==> src/hdl/sts_pkg.sv <==
`default_nettype none

package sts_pkg;

    // stored table sizes and default parameter values
    localparam int TABLE_STORED      = 31;
    localparam int SWEEP_STORED      = 8;
    localparam int TABLE_ENTRIES_DEF = 31;
    localparam int SWEEP_ENTRIES_DEF = 8;

    // field and datapath widths
    localparam int STEP_W   = 16;
    localparam int IDX_W    = 5;
    localparam int COARSE_W = 3;
    localparam int FINE_W   = 4;
    localparam int US_W     = 15;
    localparam int NS_W     = 25;
    localparam int SET_NS_W = 24;
    localparam int DIV_W    = 4;
    localparam int CYC_W    = 9;
    localparam int SCALE_W  = 17;
    localparam int QUOT_W   = 16;
    localparam int CNT_W    = 4;
    localparam int USTEP_W  = 10;
    localparam int PROD_W   = USTEP_W + FINE_W;

    // fine digit runs 0..FINE_TOP
    localparam logic [FINE_W-1:0] FINE_TOP = 4'd9;

    // converter setting table: screen time in ns, clock divisor, sample cycles
    localparam logic [SET_NS_W-1:0] SETTING_NS [0:TABLE_STORED-1] = '{
        24'd83810,   24'd167619,  24'd175238,  24'd251429,  24'd274286,  24'd335238,
        24'd350476,  24'd487619,  24'd525714,  24'd548571,  24'd700952,  24'd822857,
        24'd914286,  24'd975238,  24'd1097143, 24'd1158095, 24'd1401905, 24'd1462857,
        24'd1828571, 24'd1950476, 24'd2102857, 24'd2316190, 24'd2742857, 24'd2803810,
        24'd3474286, 24'd3657143, 24'd3718095, 24'd4632381, 24'd7436190, 24'd11154286,
        24'd14872381
    };

    localparam logic [DIV_W-1:0] SETTING_DIV [0:TABLE_STORED-1] = '{
        4'd2, 4'd4, 4'd2, 4'd6, 4'd2, 4'd8, 4'd4, 4'd2, 4'd6, 4'd4, 4'd2, 4'd6, 4'd2, 4'd4,
        4'd8, 4'd2, 4'd4, 4'd6, 4'd4, 4'd8, 4'd6, 4'd4, 4'd6, 4'd8, 4'd6, 4'd8, 4'd2, 4'd8,
        4'd4, 4'd6, 4'd8
    };

    localparam logic [CYC_W-1:0] SETTING_CYC [0:TABLE_STORED-1] = '{
        9'd3,   9'd3,   9'd15,  9'd3,   9'd28,  9'd3,   9'd15,  9'd56,  9'd15,  9'd28,
        9'd84,  9'd28,  9'd112, 9'd56,  9'd28,  9'd144, 9'd84,  9'd56,  9'd112, 9'd56,
        9'd84,  9'd144, 9'd112, 9'd84,  9'd144, 9'd112, 9'd480, 9'd144, 9'd480, 9'd480,
        9'd480
    };

    // sweep list in us, and one tenth of the gap to the next entry
    localparam logic [US_W-1:0] SWEEP_LO_US [0:SWEEP_STORED-1] = '{
        15'd100, 15'd200, 15'd500, 15'd1000, 15'd2000, 15'd5000, 15'd10000, 15'd20000
    };

    localparam logic [USTEP_W-1:0] SWEEP_TENTH_US [0:SWEEP_STORED-2] = '{
        10'd10, 10'd30, 10'd50, 10'd100, 10'd300, 10'd500, 10'd1000
    };

    function automatic logic [SET_NS_W-1:0] setting_ns(input logic [IDX_W-1:0] idx);
        logic [SET_NS_W-1:0] v;
        v = '0;
        if (int'(idx) < TABLE_STORED) v = SETTING_NS[idx];
        return v;
    endfunction

    function automatic logic [DIV_W-1:0] setting_div(input logic [IDX_W-1:0] idx);
        logic [DIV_W-1:0] v;
        v = '0;
        if (int'(idx) < TABLE_STORED) v = SETTING_DIV[idx];
        return v;
    endfunction

    function automatic logic [CYC_W-1:0] setting_cyc(input logic [IDX_W-1:0] idx);
        logic [CYC_W-1:0] v;
        v = '0;
        if (int'(idx) < TABLE_STORED) v = SETTING_CYC[idx];
        return v;
    endfunction

    // controller states, one-hot
    typedef enum logic [5:0] {
        S_IDLE   = 6'b000001,
        S_TIME   = 6'b000010,
        S_NANO   = 6'b000100,
        S_SEARCH = 6'b001000,
        S_DIVIDE = 6'b010000,
        S_OUTPUT = 6'b100000
    } t_state;

    // controller to datapath
    typedef struct packed {
        logic start;
        logic calc_us;
        logic calc_ns;
        logic search;
        logic div_step;
        logic load_out;
    } t_dp_cmd;

    // datapath to controller
    typedef struct packed {
        logic step_nonzero;
        logic search_done;
        logic div_last;
    } t_dp_status;

endpackage

`default_nettype wire

==> src/hdl/sts_ctrl.sv <==
`default_nettype none

module sts_ctrl (
    input  logic                i_clk,
    input  logic                i_rst_n,
    input  logic                i_in_valid,
    output logic                o_in_ready,
    output logic                o_out_valid,
    input  logic                i_out_ready,
    input  sts_pkg::t_dp_status i_status,
    output sts_pkg::t_dp_cmd    o_cmd
);
    import sts_pkg::*;

    t_state r_state;
    t_state n_state;
    logic   r_out_valid;
    logic   n_out_valid;

    // sequencing of one knob event
    always_comb begin
        n_state     = r_state;
        n_out_valid = r_out_valid & ~i_out_ready;
        o_cmd       = '0;
        unique case (r_state)
            S_IDLE: begin
                if (i_in_valid && i_status.step_nonzero) begin
                    o_cmd.start = 1'b1;
                    n_state     = S_TIME;
                end
            end
            S_TIME: begin
                o_cmd.calc_us = 1'b1;
                n_state       = S_NANO;
            end
            S_NANO: begin
                o_cmd.calc_ns = 1'b1;
                n_state       = S_SEARCH;
            end
            S_SEARCH: begin
                o_cmd.search = 1'b1;
                if (i_status.search_done) n_state = S_DIVIDE;
            end
            S_DIVIDE: begin
                o_cmd.div_step = 1'b1;
                if (i_status.div_last) n_state = S_OUTPUT;
            end
            S_OUTPUT: begin
                if (!r_out_valid || i_out_ready) begin
                    o_cmd.load_out = 1'b1;
                    n_out_valid    = 1'b1;
                    n_state        = S_IDLE;
                end
            end
            default: n_state = S_IDLE;
        endcase
    end

    // state and output valid registers
    always_ff @(posedge i_clk) begin
        if (!i_rst_n) begin
            r_state     <= S_IDLE;
            r_out_valid <= 1'b0;
        end else begin
            r_state     <= n_state;
            r_out_valid <= n_out_valid;
        end
    end

    assign o_in_ready  = (r_state == S_IDLE);
    assign o_out_valid = r_out_valid;

    // checks
    a_start_goes_time: assert property (@(posedge i_clk) disable iff (!i_rst_n)
        (r_state == S_IDLE && i_in_valid && i_status.step_nonzero) |=> (r_state == S_TIME))
        else $error("accepted step did not start the sequence");

    a_load_only_free: assert property (@(posedge i_clk) disable iff (!i_rst_n)
        o_cmd.load_out |-> (!r_out_valid || i_out_ready))
        else $error("result register overwritten while still held");

    a_load_shows_valid: assert property (@(posedge i_clk) disable iff (!i_rst_n)
        o_cmd.load_out |=> o_out_valid)
        else $error("loaded result not presented");

    a_divide_to_output: assert property (@(posedge i_clk) disable iff (!i_rst_n)
        (r_state == S_DIVIDE && i_status.div_last) |=> (r_state == S_OUTPUT))
        else $error("divider end not followed by output");

endmodule

`default_nettype wire

==> src/hdl/sts_datapath.sv <==
`default_nettype none

module sts_datapath #(
    parameter int TABLE_ENTRIES = sts_pkg::TABLE_ENTRIES_DEF,
    parameter int SWEEP_ENTRIES = sts_pkg::SWEEP_ENTRIES_DEF
) (
    input  logic                                  i_clk,
    input  logic                                  i_rst_n,
    input  logic signed [sts_pkg::STEP_W-1:0]     i_step,
    input  sts_pkg::t_dp_cmd                      i_cmd,
    output sts_pkg::t_dp_status                   o_status,
    output logic        [sts_pkg::COARSE_W-1:0]   o_coarse_index,
    output logic        [sts_pkg::FINE_W-1:0]     o_fine_step,
    output logic        [sts_pkg::US_W-1:0]       o_sweep_time_us,
    output logic        [sts_pkg::IDX_W-1:0]      o_table_index,
    output logic        [sts_pkg::DIV_W-1:0]      o_prescaler_divide,
    output logic        [sts_pkg::CYC_W-1:0]      o_sample_cycles,
    output logic        [sts_pkg::SCALE_W-1:0]    o_x_scale
);
    import sts_pkg::*;

    // parameters clamped between 2 and the stored table sizes
    localparam int TABLE_N = (TABLE_ENTRIES > TABLE_STORED) ? TABLE_STORED :
                             (TABLE_ENTRIES < 2) ? 2 : TABLE_ENTRIES;
    localparam int SWEEP_N = (SWEEP_ENTRIES > SWEEP_STORED) ? SWEEP_STORED :
                             (SWEEP_ENTRIES < 2) ? 2 : SWEEP_ENTRIES;
    localparam logic [COARSE_W-1:0] COARSE_MAX  = COARSE_W'(SWEEP_N - 2);
    localparam logic [COARSE_W-1:0] COARSE_TOP  = COARSE_W'(SWEEP_STORED - 2);
    localparam logic [IDX_W-1:0]    TABLE_LIMIT = IDX_W'(TABLE_N);
    localparam logic [CNT_W-1:0]    CNT_LAST    = CNT_W'(QUOT_W - 1);
    localparam logic [NS_W-1:0]     NS_PER_US   = NS_W'(1000);

    logic [COARSE_W-1:0] r_coarse, n_coarse;
    logic [FINE_W-1:0]   r_fine, n_fine;
    logic [US_W-1:0]     r_t_us;
    logic [NS_W-1:0]     r_t_ns;
    logic [IDX_W-1:0]    r_idx;
    logic [IDX_W-1:0]    r_entry;
    logic [NS_W-1:0]     r_rem;
    logic [QUOT_W-1:0]   r_quot;
    logic                r_sat;
    logic [CNT_W-1:0]    r_cnt;

    logic [COARSE_W-1:0] coarse_sel;
    logic [PROD_W-1:0]   us_offset;
    logic [US_W-1:0]     us_calc;
    logic [NS_W-1:0]     ns_at_idx;
    logic [IDX_W-1:0]    entry_idx;
    logic [NS_W-1:0]     ns_entry;
    logic                search_done;
    logic [NS_W:0]       rem_shift;
    logic [NS_W:0]       rem_diff;
    logic                quot_bit;

    // knob position update, holding at both ends
    always_comb begin
        n_coarse = r_coarse;
        n_fine   = r_fine;
        if (i_cmd.start) begin
            if (!i_step[STEP_W-1]) begin
                if (r_fine < FINE_TOP) begin
                    n_fine = r_fine + 1'b1;
                end else if (r_coarse < COARSE_MAX) begin
                    n_fine   = '0;
                    n_coarse = r_coarse + 1'b1;
                end
            end else begin
                if (r_fine != '0) begin
                    n_fine = r_fine - 1'b1;
                end else if (r_coarse != '0) begin
                    n_fine   = FINE_TOP;
                    n_coarse = r_coarse - 1'b1;
                end
            end
        end
    end

    always_ff @(posedge i_clk) begin
        if (!i_rst_n) begin
            r_coarse <= '0;
            r_fine   <= '0;
        end else begin
            r_coarse <= n_coarse;
            r_fine   <= n_fine;
        end
    end

    // interpolated sweep time in us
    assign coarse_sel = (r_coarse > COARSE_TOP) ? COARSE_TOP : r_coarse;
    assign us_offset  = PROD_W'(SWEEP_TENTH_US[coarse_sel]) * PROD_W'(r_fine);
    assign us_calc    = SWEEP_LO_US[coarse_sel] + US_W'(us_offset);

    // table search ends at first entry >= sweep time or table end
    assign ns_at_idx   = NS_W'(setting_ns(r_idx));
    assign search_done = (r_idx >= TABLE_LIMIT) || (ns_at_idx >= r_t_ns);
    assign entry_idx   = r_idx - 1'b1;
    assign ns_entry    = NS_W'(setting_ns(entry_idx));

    // restoring division, one quotient bit a cycle
    assign rem_shift = {r_rem, 1'b0};
    assign rem_diff  = rem_shift - {1'b0, r_t_ns};
    assign quot_bit  = ~rem_diff[NS_W];

    always_ff @(posedge i_clk) begin
        if (i_cmd.calc_us) begin
            r_t_us <= us_calc;
        end
        if (i_cmd.calc_ns) begin
            r_t_ns <= NS_W'(r_t_us) * NS_PER_US;
        end
        if (i_cmd.search) begin
            if (!search_done) begin
                r_idx <= r_idx + 1'b1;
            end else begin
                r_entry <= entry_idx;
                r_rem   <= ns_entry;
                r_sat   <= (ns_entry >= r_t_ns);
                r_cnt   <= '0;
            end
        end else if (i_cmd.calc_ns) begin
            r_idx <= IDX_W'(1);
        end
        if (i_cmd.div_step) begin
            r_rem  <= quot_bit ? rem_diff[NS_W-1:0] : rem_shift[NS_W-1:0];
            r_quot <= {r_quot[QUOT_W-2:0], quot_bit};
            r_cnt  <= r_cnt + 1'b1;
        end
    end

    // result register
    always_ff @(posedge i_clk) begin
        if (i_cmd.load_out) begin
            o_coarse_index     <= r_coarse;
            o_fine_step        <= r_fine;
            o_sweep_time_us    <= r_t_us;
            o_table_index      <= r_entry;
            o_prescaler_divide <= setting_div(r_entry);
            o_sample_cycles    <= setting_cyc(r_entry);
            o_x_scale          <= r_sat ? {1'b1, {QUOT_W{1'b0}}} : {1'b0, r_quot};
        end
    end

    // status back to the controller
    assign o_status.step_nonzero = (i_step != '0);
    assign o_status.search_done  = search_done;
    assign o_status.div_last     = (r_cnt == CNT_LAST);

    // checks
    a_fine_range: assert property (@(posedge i_clk) disable iff (!i_rst_n)
        r_fine <= FINE_TOP)
        else $error("fine digit out of range");

    a_coarse_range: assert property (@(posedge i_clk) disable iff (!i_rst_n)
        r_coarse <= COARSE_MAX)
        else $error("coarse index beyond its limit");

    a_search_from_one: assert property (@(posedge i_clk) disable iff (!i_rst_n)
        i_cmd.search |-> (r_idx != '0))
        else $error("search index at zero");

endmodule

`default_nettype wire

==> src/hdl/scope_timebase_selector.sv <==
`default_nettype none

// Timebase knob for a scope front end. Each beat on the input carries a signed
// knob step; zero is taken and dropped, any other value moves the coarse/fine
// position one notch up or down (holding at both ends) and yields one result
// beat: the position, the interpolated sweep time in us, the chosen converter
// setting (index, clock divisor, sample cycles) and the x scale in unsigned
// Q1.16. A nonzero step runs from accept through the sweep time in us, its
// value in ns, a serial search of the setting table and a bit-serial divider
// for the x scale to the result; the next step is taken once the result
// sits in the output register, which holds it until the consumer takes it.
module scope_timebase_selector #(
    parameter int TABLE_ENTRIES = sts_pkg::TABLE_ENTRIES_DEF,
    parameter int SWEEP_ENTRIES = sts_pkg::SWEEP_ENTRIES_DEF
) (
    input  logic                                i_clk,
    input  logic                                i_rst_n,
    input  logic                                i_in_valid,
    output logic                                o_in_ready,
    input  logic signed [sts_pkg::STEP_W-1:0]   i_step,
    output logic                                o_out_valid,
    input  logic                                i_out_ready,
    output logic        [sts_pkg::COARSE_W-1:0] o_coarse_index,
    output logic        [sts_pkg::FINE_W-1:0]   o_fine_step,
    output logic        [sts_pkg::US_W-1:0]     o_sweep_time_us,
    output logic        [sts_pkg::IDX_W-1:0]    o_table_index,
    output logic        [sts_pkg::DIV_W-1:0]    o_prescaler_divide,
    output logic        [sts_pkg::CYC_W-1:0]    o_sample_cycles,
    output logic        [sts_pkg::SCALE_W-1:0]  o_x_scale
);
    import sts_pkg::*;

    t_dp_cmd    dp_cmd;
    t_dp_status dp_status;

    // sequencer
    sts_ctrl u_ctrl (
        .i_clk       (i_clk),
        .i_rst_n     (i_rst_n),
        .i_in_valid  (i_in_valid),
        .o_in_ready  (o_in_ready),
        .o_out_valid (o_out_valid),
        .i_out_ready (i_out_ready),
        .i_status    (dp_status),
        .o_cmd       (dp_cmd)
    );

    // position, sweep time, search and divider
    sts_datapath #(
        .TABLE_ENTRIES (TABLE_ENTRIES),
        .SWEEP_ENTRIES (SWEEP_ENTRIES)
    ) u_datapath (
        .i_clk              (i_clk),
        .i_rst_n            (i_rst_n),
        .i_step             (i_step),
        .i_cmd              (dp_cmd),
        .o_status           (dp_status),
        .o_coarse_index     (o_coarse_index),
        .o_fine_step        (o_fine_step),
        .o_sweep_time_us    (o_sweep_time_us),
        .o_table_index      (o_table_index),
        .o_prescaler_divide (o_prescaler_divide),
        .o_sample_cycles    (o_sample_cycles),
        .o_x_scale          (o_x_scale)
    );

endmodule

`default_nettype wire
==> config.mk <==
export PLATFORM = sky130hd
export DESIGN_NAME = scope_timebase_selector
export DESIGN_NICKNAME = d
export VERILOG_FILES = /design/src/hdl/sts_pkg.sv /design/src/hdl/sts_ctrl.sv /design/src/hdl/sts_datapath.sv /design/src/hdl/scope_timebase_selector.sv
export SDC_FILE = /design/constraint.sdc
export NUM_CORES = 1
export LEC_CHECK = 0
export BUFFER_PORTS_ARGS = -buffer_cell sky130_fd_sc_hd__clkbuf_2
export CAP_MARGIN = 10
export CORE_MARGIN = 1.5
export CORE_UTILIZATION = 55
export CTS_CLUSTER_SIZE = 12
export DETAILED_ROUTE_END_ITERATION = 7
export PLACE_DENSITY_LB_ADDON = 0.25
export SLEW_MARGIN = 20
export SYNTH_ARGS = -nofsm -noshare
export SYNTH_HDL_FRONTEND = slang
export SYNTH_SLANG_ARGS = --single-unit
==> constraint.sdc <==
create_clock -name i_clk -period 6.15 [get_ports i_clk]
set_input_delay 1.23 -clock i_clk [delete_from_list [all_inputs] [get_ports i_clk]]
set_output_delay 1.23 -clock i_clk [all_outputs]
set_load 0.01 [all_outputs]
==> out/qor.txt <==
Leakage dissipation: 6.81 nW
Worst-Skew Late Latency: 0.45 ns
P_int: 0.00247 W
Max-slew violation count: 0
Dpl hpwl: 25.5 mm
Gpl congestion: 0.916
WHS: 0.434 ns
Initial Utilization: 55.7%
Final wirelength: 35.0 mm
Final worst path period need: 5.26 ns
Comb pwr share: 37.0%
Hold WC Path Type: reg -> reg
Worst Setup Start Kind: flip-flop
Hold Buf Count CTS: 0
Die footprint: 27,100 µm²
Nets@finish: 1,819
Resized Gates After CTS: 0
Reg2reg path depth: 19
Main area contributors after synthesis: edfxtp_1, ha_1, fa_1, inv_1, o21ai_0
Drt first pass iters: 7
Finished Layout Cells: 1,921
H-tree levels: 4
Clock Sinks: 159
Async set-reset flop share out of synthesis: 0%
Hold path depth: 0
Final worst slack: 0.895 ns
Post-synth top area share: 30.3%
Ys flop type: edfxtp_1
1st-iter DRT viols: 1,072
Synth area leader: edfxtp_1
Top Metal Used: met4
Tcrit/Tclk final: 85.5%
Antenna Violating Nets Remaining: 0
Worst Skew: 0.0187 ns
Postcts setup bufs: 0
Total number of vias: 11.6k
Design area: 15,600 µm²
# diodes: 0
Sw frac: 35.8%
RR Endpoint: u_datapath.r_t_us[13]
Max Fanout on Critical Path: 9
Placement Setup Slack: 1.05 ns
Metal2 WL: 16.8 mm
Port Buffer Count: 76
Detail Route met3 WL: 1.99 mm
Final Setup Violations: 0
Via density: 6.03
RSZ-0062 raised after global routing: false
Syn Inst Count: 1,537
Overall routing resource usage: 26.7%
Wirelength per Cell: 18.2 µm
Hold Fails Final Rpt: 0
Yosys warns: 0
Post-synthesis sequential area ratio: 32.2%
Worst Hold End: u_datapath.r_quot[3]
Layout cell share with drive strength beyond 1: 10.3%
Final setup TNS: 0 ns
Multi-input gate area: 8830 µm²
Die Width: 165 µm
Slew margin rel.: 42.9%
Hold Path Origin: u_datapath.r_quot[2]
CP Capture Type: flip-flop
Post-synth EDFFs: 145
Die Span Y: 165 µm
Power share of the clock group: 28.3%
MaxCap Viol Count: 0
Dpl cells: 1,889
Dpl cell area: 15,000 µm²
Pin count of the biggest net entering global routing: 55
CP Class: reg -> reg
CORE AREA: 25,800 µm²
CTS tree: built
CTS buffer count: 17
Worst Tran Pin Value: 0.849 ns
Max Freq: 0.190 GHz
PD cells: 247 nW/µm²
CP Data Required Time: 6.46 ns
Cell area after synthesis: 14,400 µm²
Initial antenna violation count: 0
Vias in the first global route: 11.0k
M1 WL: 15.3 mm
CTS root buf: clkbuf_16
Critical Path AT: 5.57 ns
P&R area growth vs syn: 8.23%
Clock-pin transition on the worst setup and hold timing paths: 0.08 ns
# IOs: 79
Reg2reg setup slack: 0.89 ns
Seq pwr share: 34.7%
Grt total ovfl: 0
Switching pwr: 0.00138 W
Mean Syn Cell Area: 9.36 µm²
Startpoint of the worst-slack reg-to-reg timing path: u_datapath.r_coarse[0]
Register area: 4630 µm²
Clk buf depth: 2
Cell Rows: 59
Worst VDD drop: 192 µV
Filler cells: 2,232
Run status: finished clean
Remaining DRCs: 0
FF+latch count, synth: 159
Yosys cell types: 89
First-pass GRT wire length: 56.6 mm
logic make-up after synthesis:
kind of cell,Yosys count,synth area share [%]
adders and majority gates,226,23.4
muxes,23,1.71
xor gates and xnor gates,56,3.59
AOI/OAI and AO/OA,400,17.9
DFF,159,32.2
and+or+nand+nor,438,14.6
buffers and inverters,233,6.58
other,2,0.0522
cells in the final DEF (no fill, tap or decap), drive strengths merged, types with 12 or more instances in the layout:
cell	instances
a21o	29
ha	155
buf	19
nor2b	37
o21ai	118
o21a	12
xnor2	40
and2	19
nand2	131
fa	71
nor2	125
a211oi	18
o22ai	14
nand3	25
edfxtp	145
dfxtp	14
and3	13
mux2i	19
clkbuf	93
xor2	16
nor3	27
a31oi	21
inv	162
a21oi	103
cells in the mapped netlist, drive strengths merged, types with 4 or more instances:
library cell and instances:
ha 155, inv 152, edfxtp 145, nand2 131
nor2 125, o21ai 118, a21oi 103, fa 71
clkbuf 50, xnor2 40, nor2b 37, a21o 29
buf 29, nor3 27, nand3 25, a31oi 21
and2 19, mux2i 19, a211oi 18, xor2 16
dfxtp 14, o22ai 14, and3 13, o21a 12
a221oi 11, nand2b 11, nand3b 9, nand4 9
nor4 9, o211ai 9, or2 7, a311oi 6
o21bai 6, a21boi 5, o31ai 5, or3 5
a211o 4, a41oi 4, nor3b 4
state kept, by name, summed over array words and instances (netlist names):
register	count
u_datapath.r_idx	5
u_datapath.r_sat	1
u_datapath.r_coarse	3
u_datapath.o_sweep_time_us	14
u_datapath.r_t_ns	21
u_datapath.o_x_scale	17
u_datapath.r_rem	25
u_datapath.r_cnt	4
u_datapath.o_coarse_index	3
u_datapath.o_table_index	5
u_datapath.r_quot	16
u_datapath.o_fine_step	4
u_datapath.r_entry	5
u_ctrl.r_state	6
u_datapath.o_sample_cycles	8
u_ctrl.o_out_valid	1
u_datapath.o_prescaler_divide	3
u_datapath.r_t_us	14
u_datapath.r_fine	4
power groups by stage:
stage / clock (W) / sequential [W] / combinational [W]
3_3_place_gp: 0 / 0.00135 / 0.00137
6_report: 0.00109 / 0.00133 / 0.00142
2_1_floorplan: 0 / 0.00133 / 0.00117
3_5_place_dp: 0 / 0.00136 / 0.00142
5_1_grt: 0.00114 / 0.00134 / 0.00164
4_1_cts: 0.00110 / 0.00133 / 0.00143
stage by stage:
stage,util [%],total power (W)
finish,60.3,0.00384
global route,60.3,0.00412
CTS,60.3,0.00386
detailed placement,58.0,0.00277
global placement,58.0,0.00273
floorplan,-,0.00250
how the worst max path moves through the flow:
stage / start / end / slack (ns) / cells past startpoint
global route: u_datapath.r_coarse[0] / u_datapath.r_t_us[13] / 0.55 / 19
global placement: u_datapath.r_coarse[0] / u_datapath.r_t_us[13] / 1.10 / 19
CTS: u_datapath.r_coarse[0] / u_datapath.r_t_us[13] / 0.93 / 19
floorplan: u_datapath.r_idx[1] / u_datapath.r_sat / 1.30 / 22
finish: u_datapath.r_coarse[0] / u_datapath.r_t_us[13] / 0.89 / 19
detailed placement: u_datapath.r_coarse[0] / u_datapath.r_t_us[13] / 1.05 / 19
area by class of cell:
type                       count  share of cell area (%)
inverter                     154                    3.71
timing repair buffer          95                    3.36
clock inverter                15                    1.05
tap                          335                    2.69
clock buffer                  17                    2.73
sequential                   159                    29.8
multi-input combinational   1146                    56.7
routing by layer:
metal	up-vias	track usage, %
met5	-	0
met4	0	10.3
met3	59	3.92
met2	397	43.4
met1	5616	36.2
li1	5513	-
critical path, stage by stage (launching register included):
cell and delay [ns]:
dfxtp_1 0.47, inv_1 0.15, o21ai_0 0.33, o21ai_0 0.27
and2_1 0.25, fa_1 0.49, fa_1 0.56, inv_1 0.06
fa_1 0.53, inv_1 0.04, ha_1 0.32, nor2b_1 0.15
o21ai_0 0.24, a21boi_1 0.13, o21ai_0 0.16, nand2b_1 0.11
a21o_1 0.18, a21o_1 0.20, or4_1 0.40, nand3_1 0.09
No activity file was read; power rests on OpenSTA's default activity.
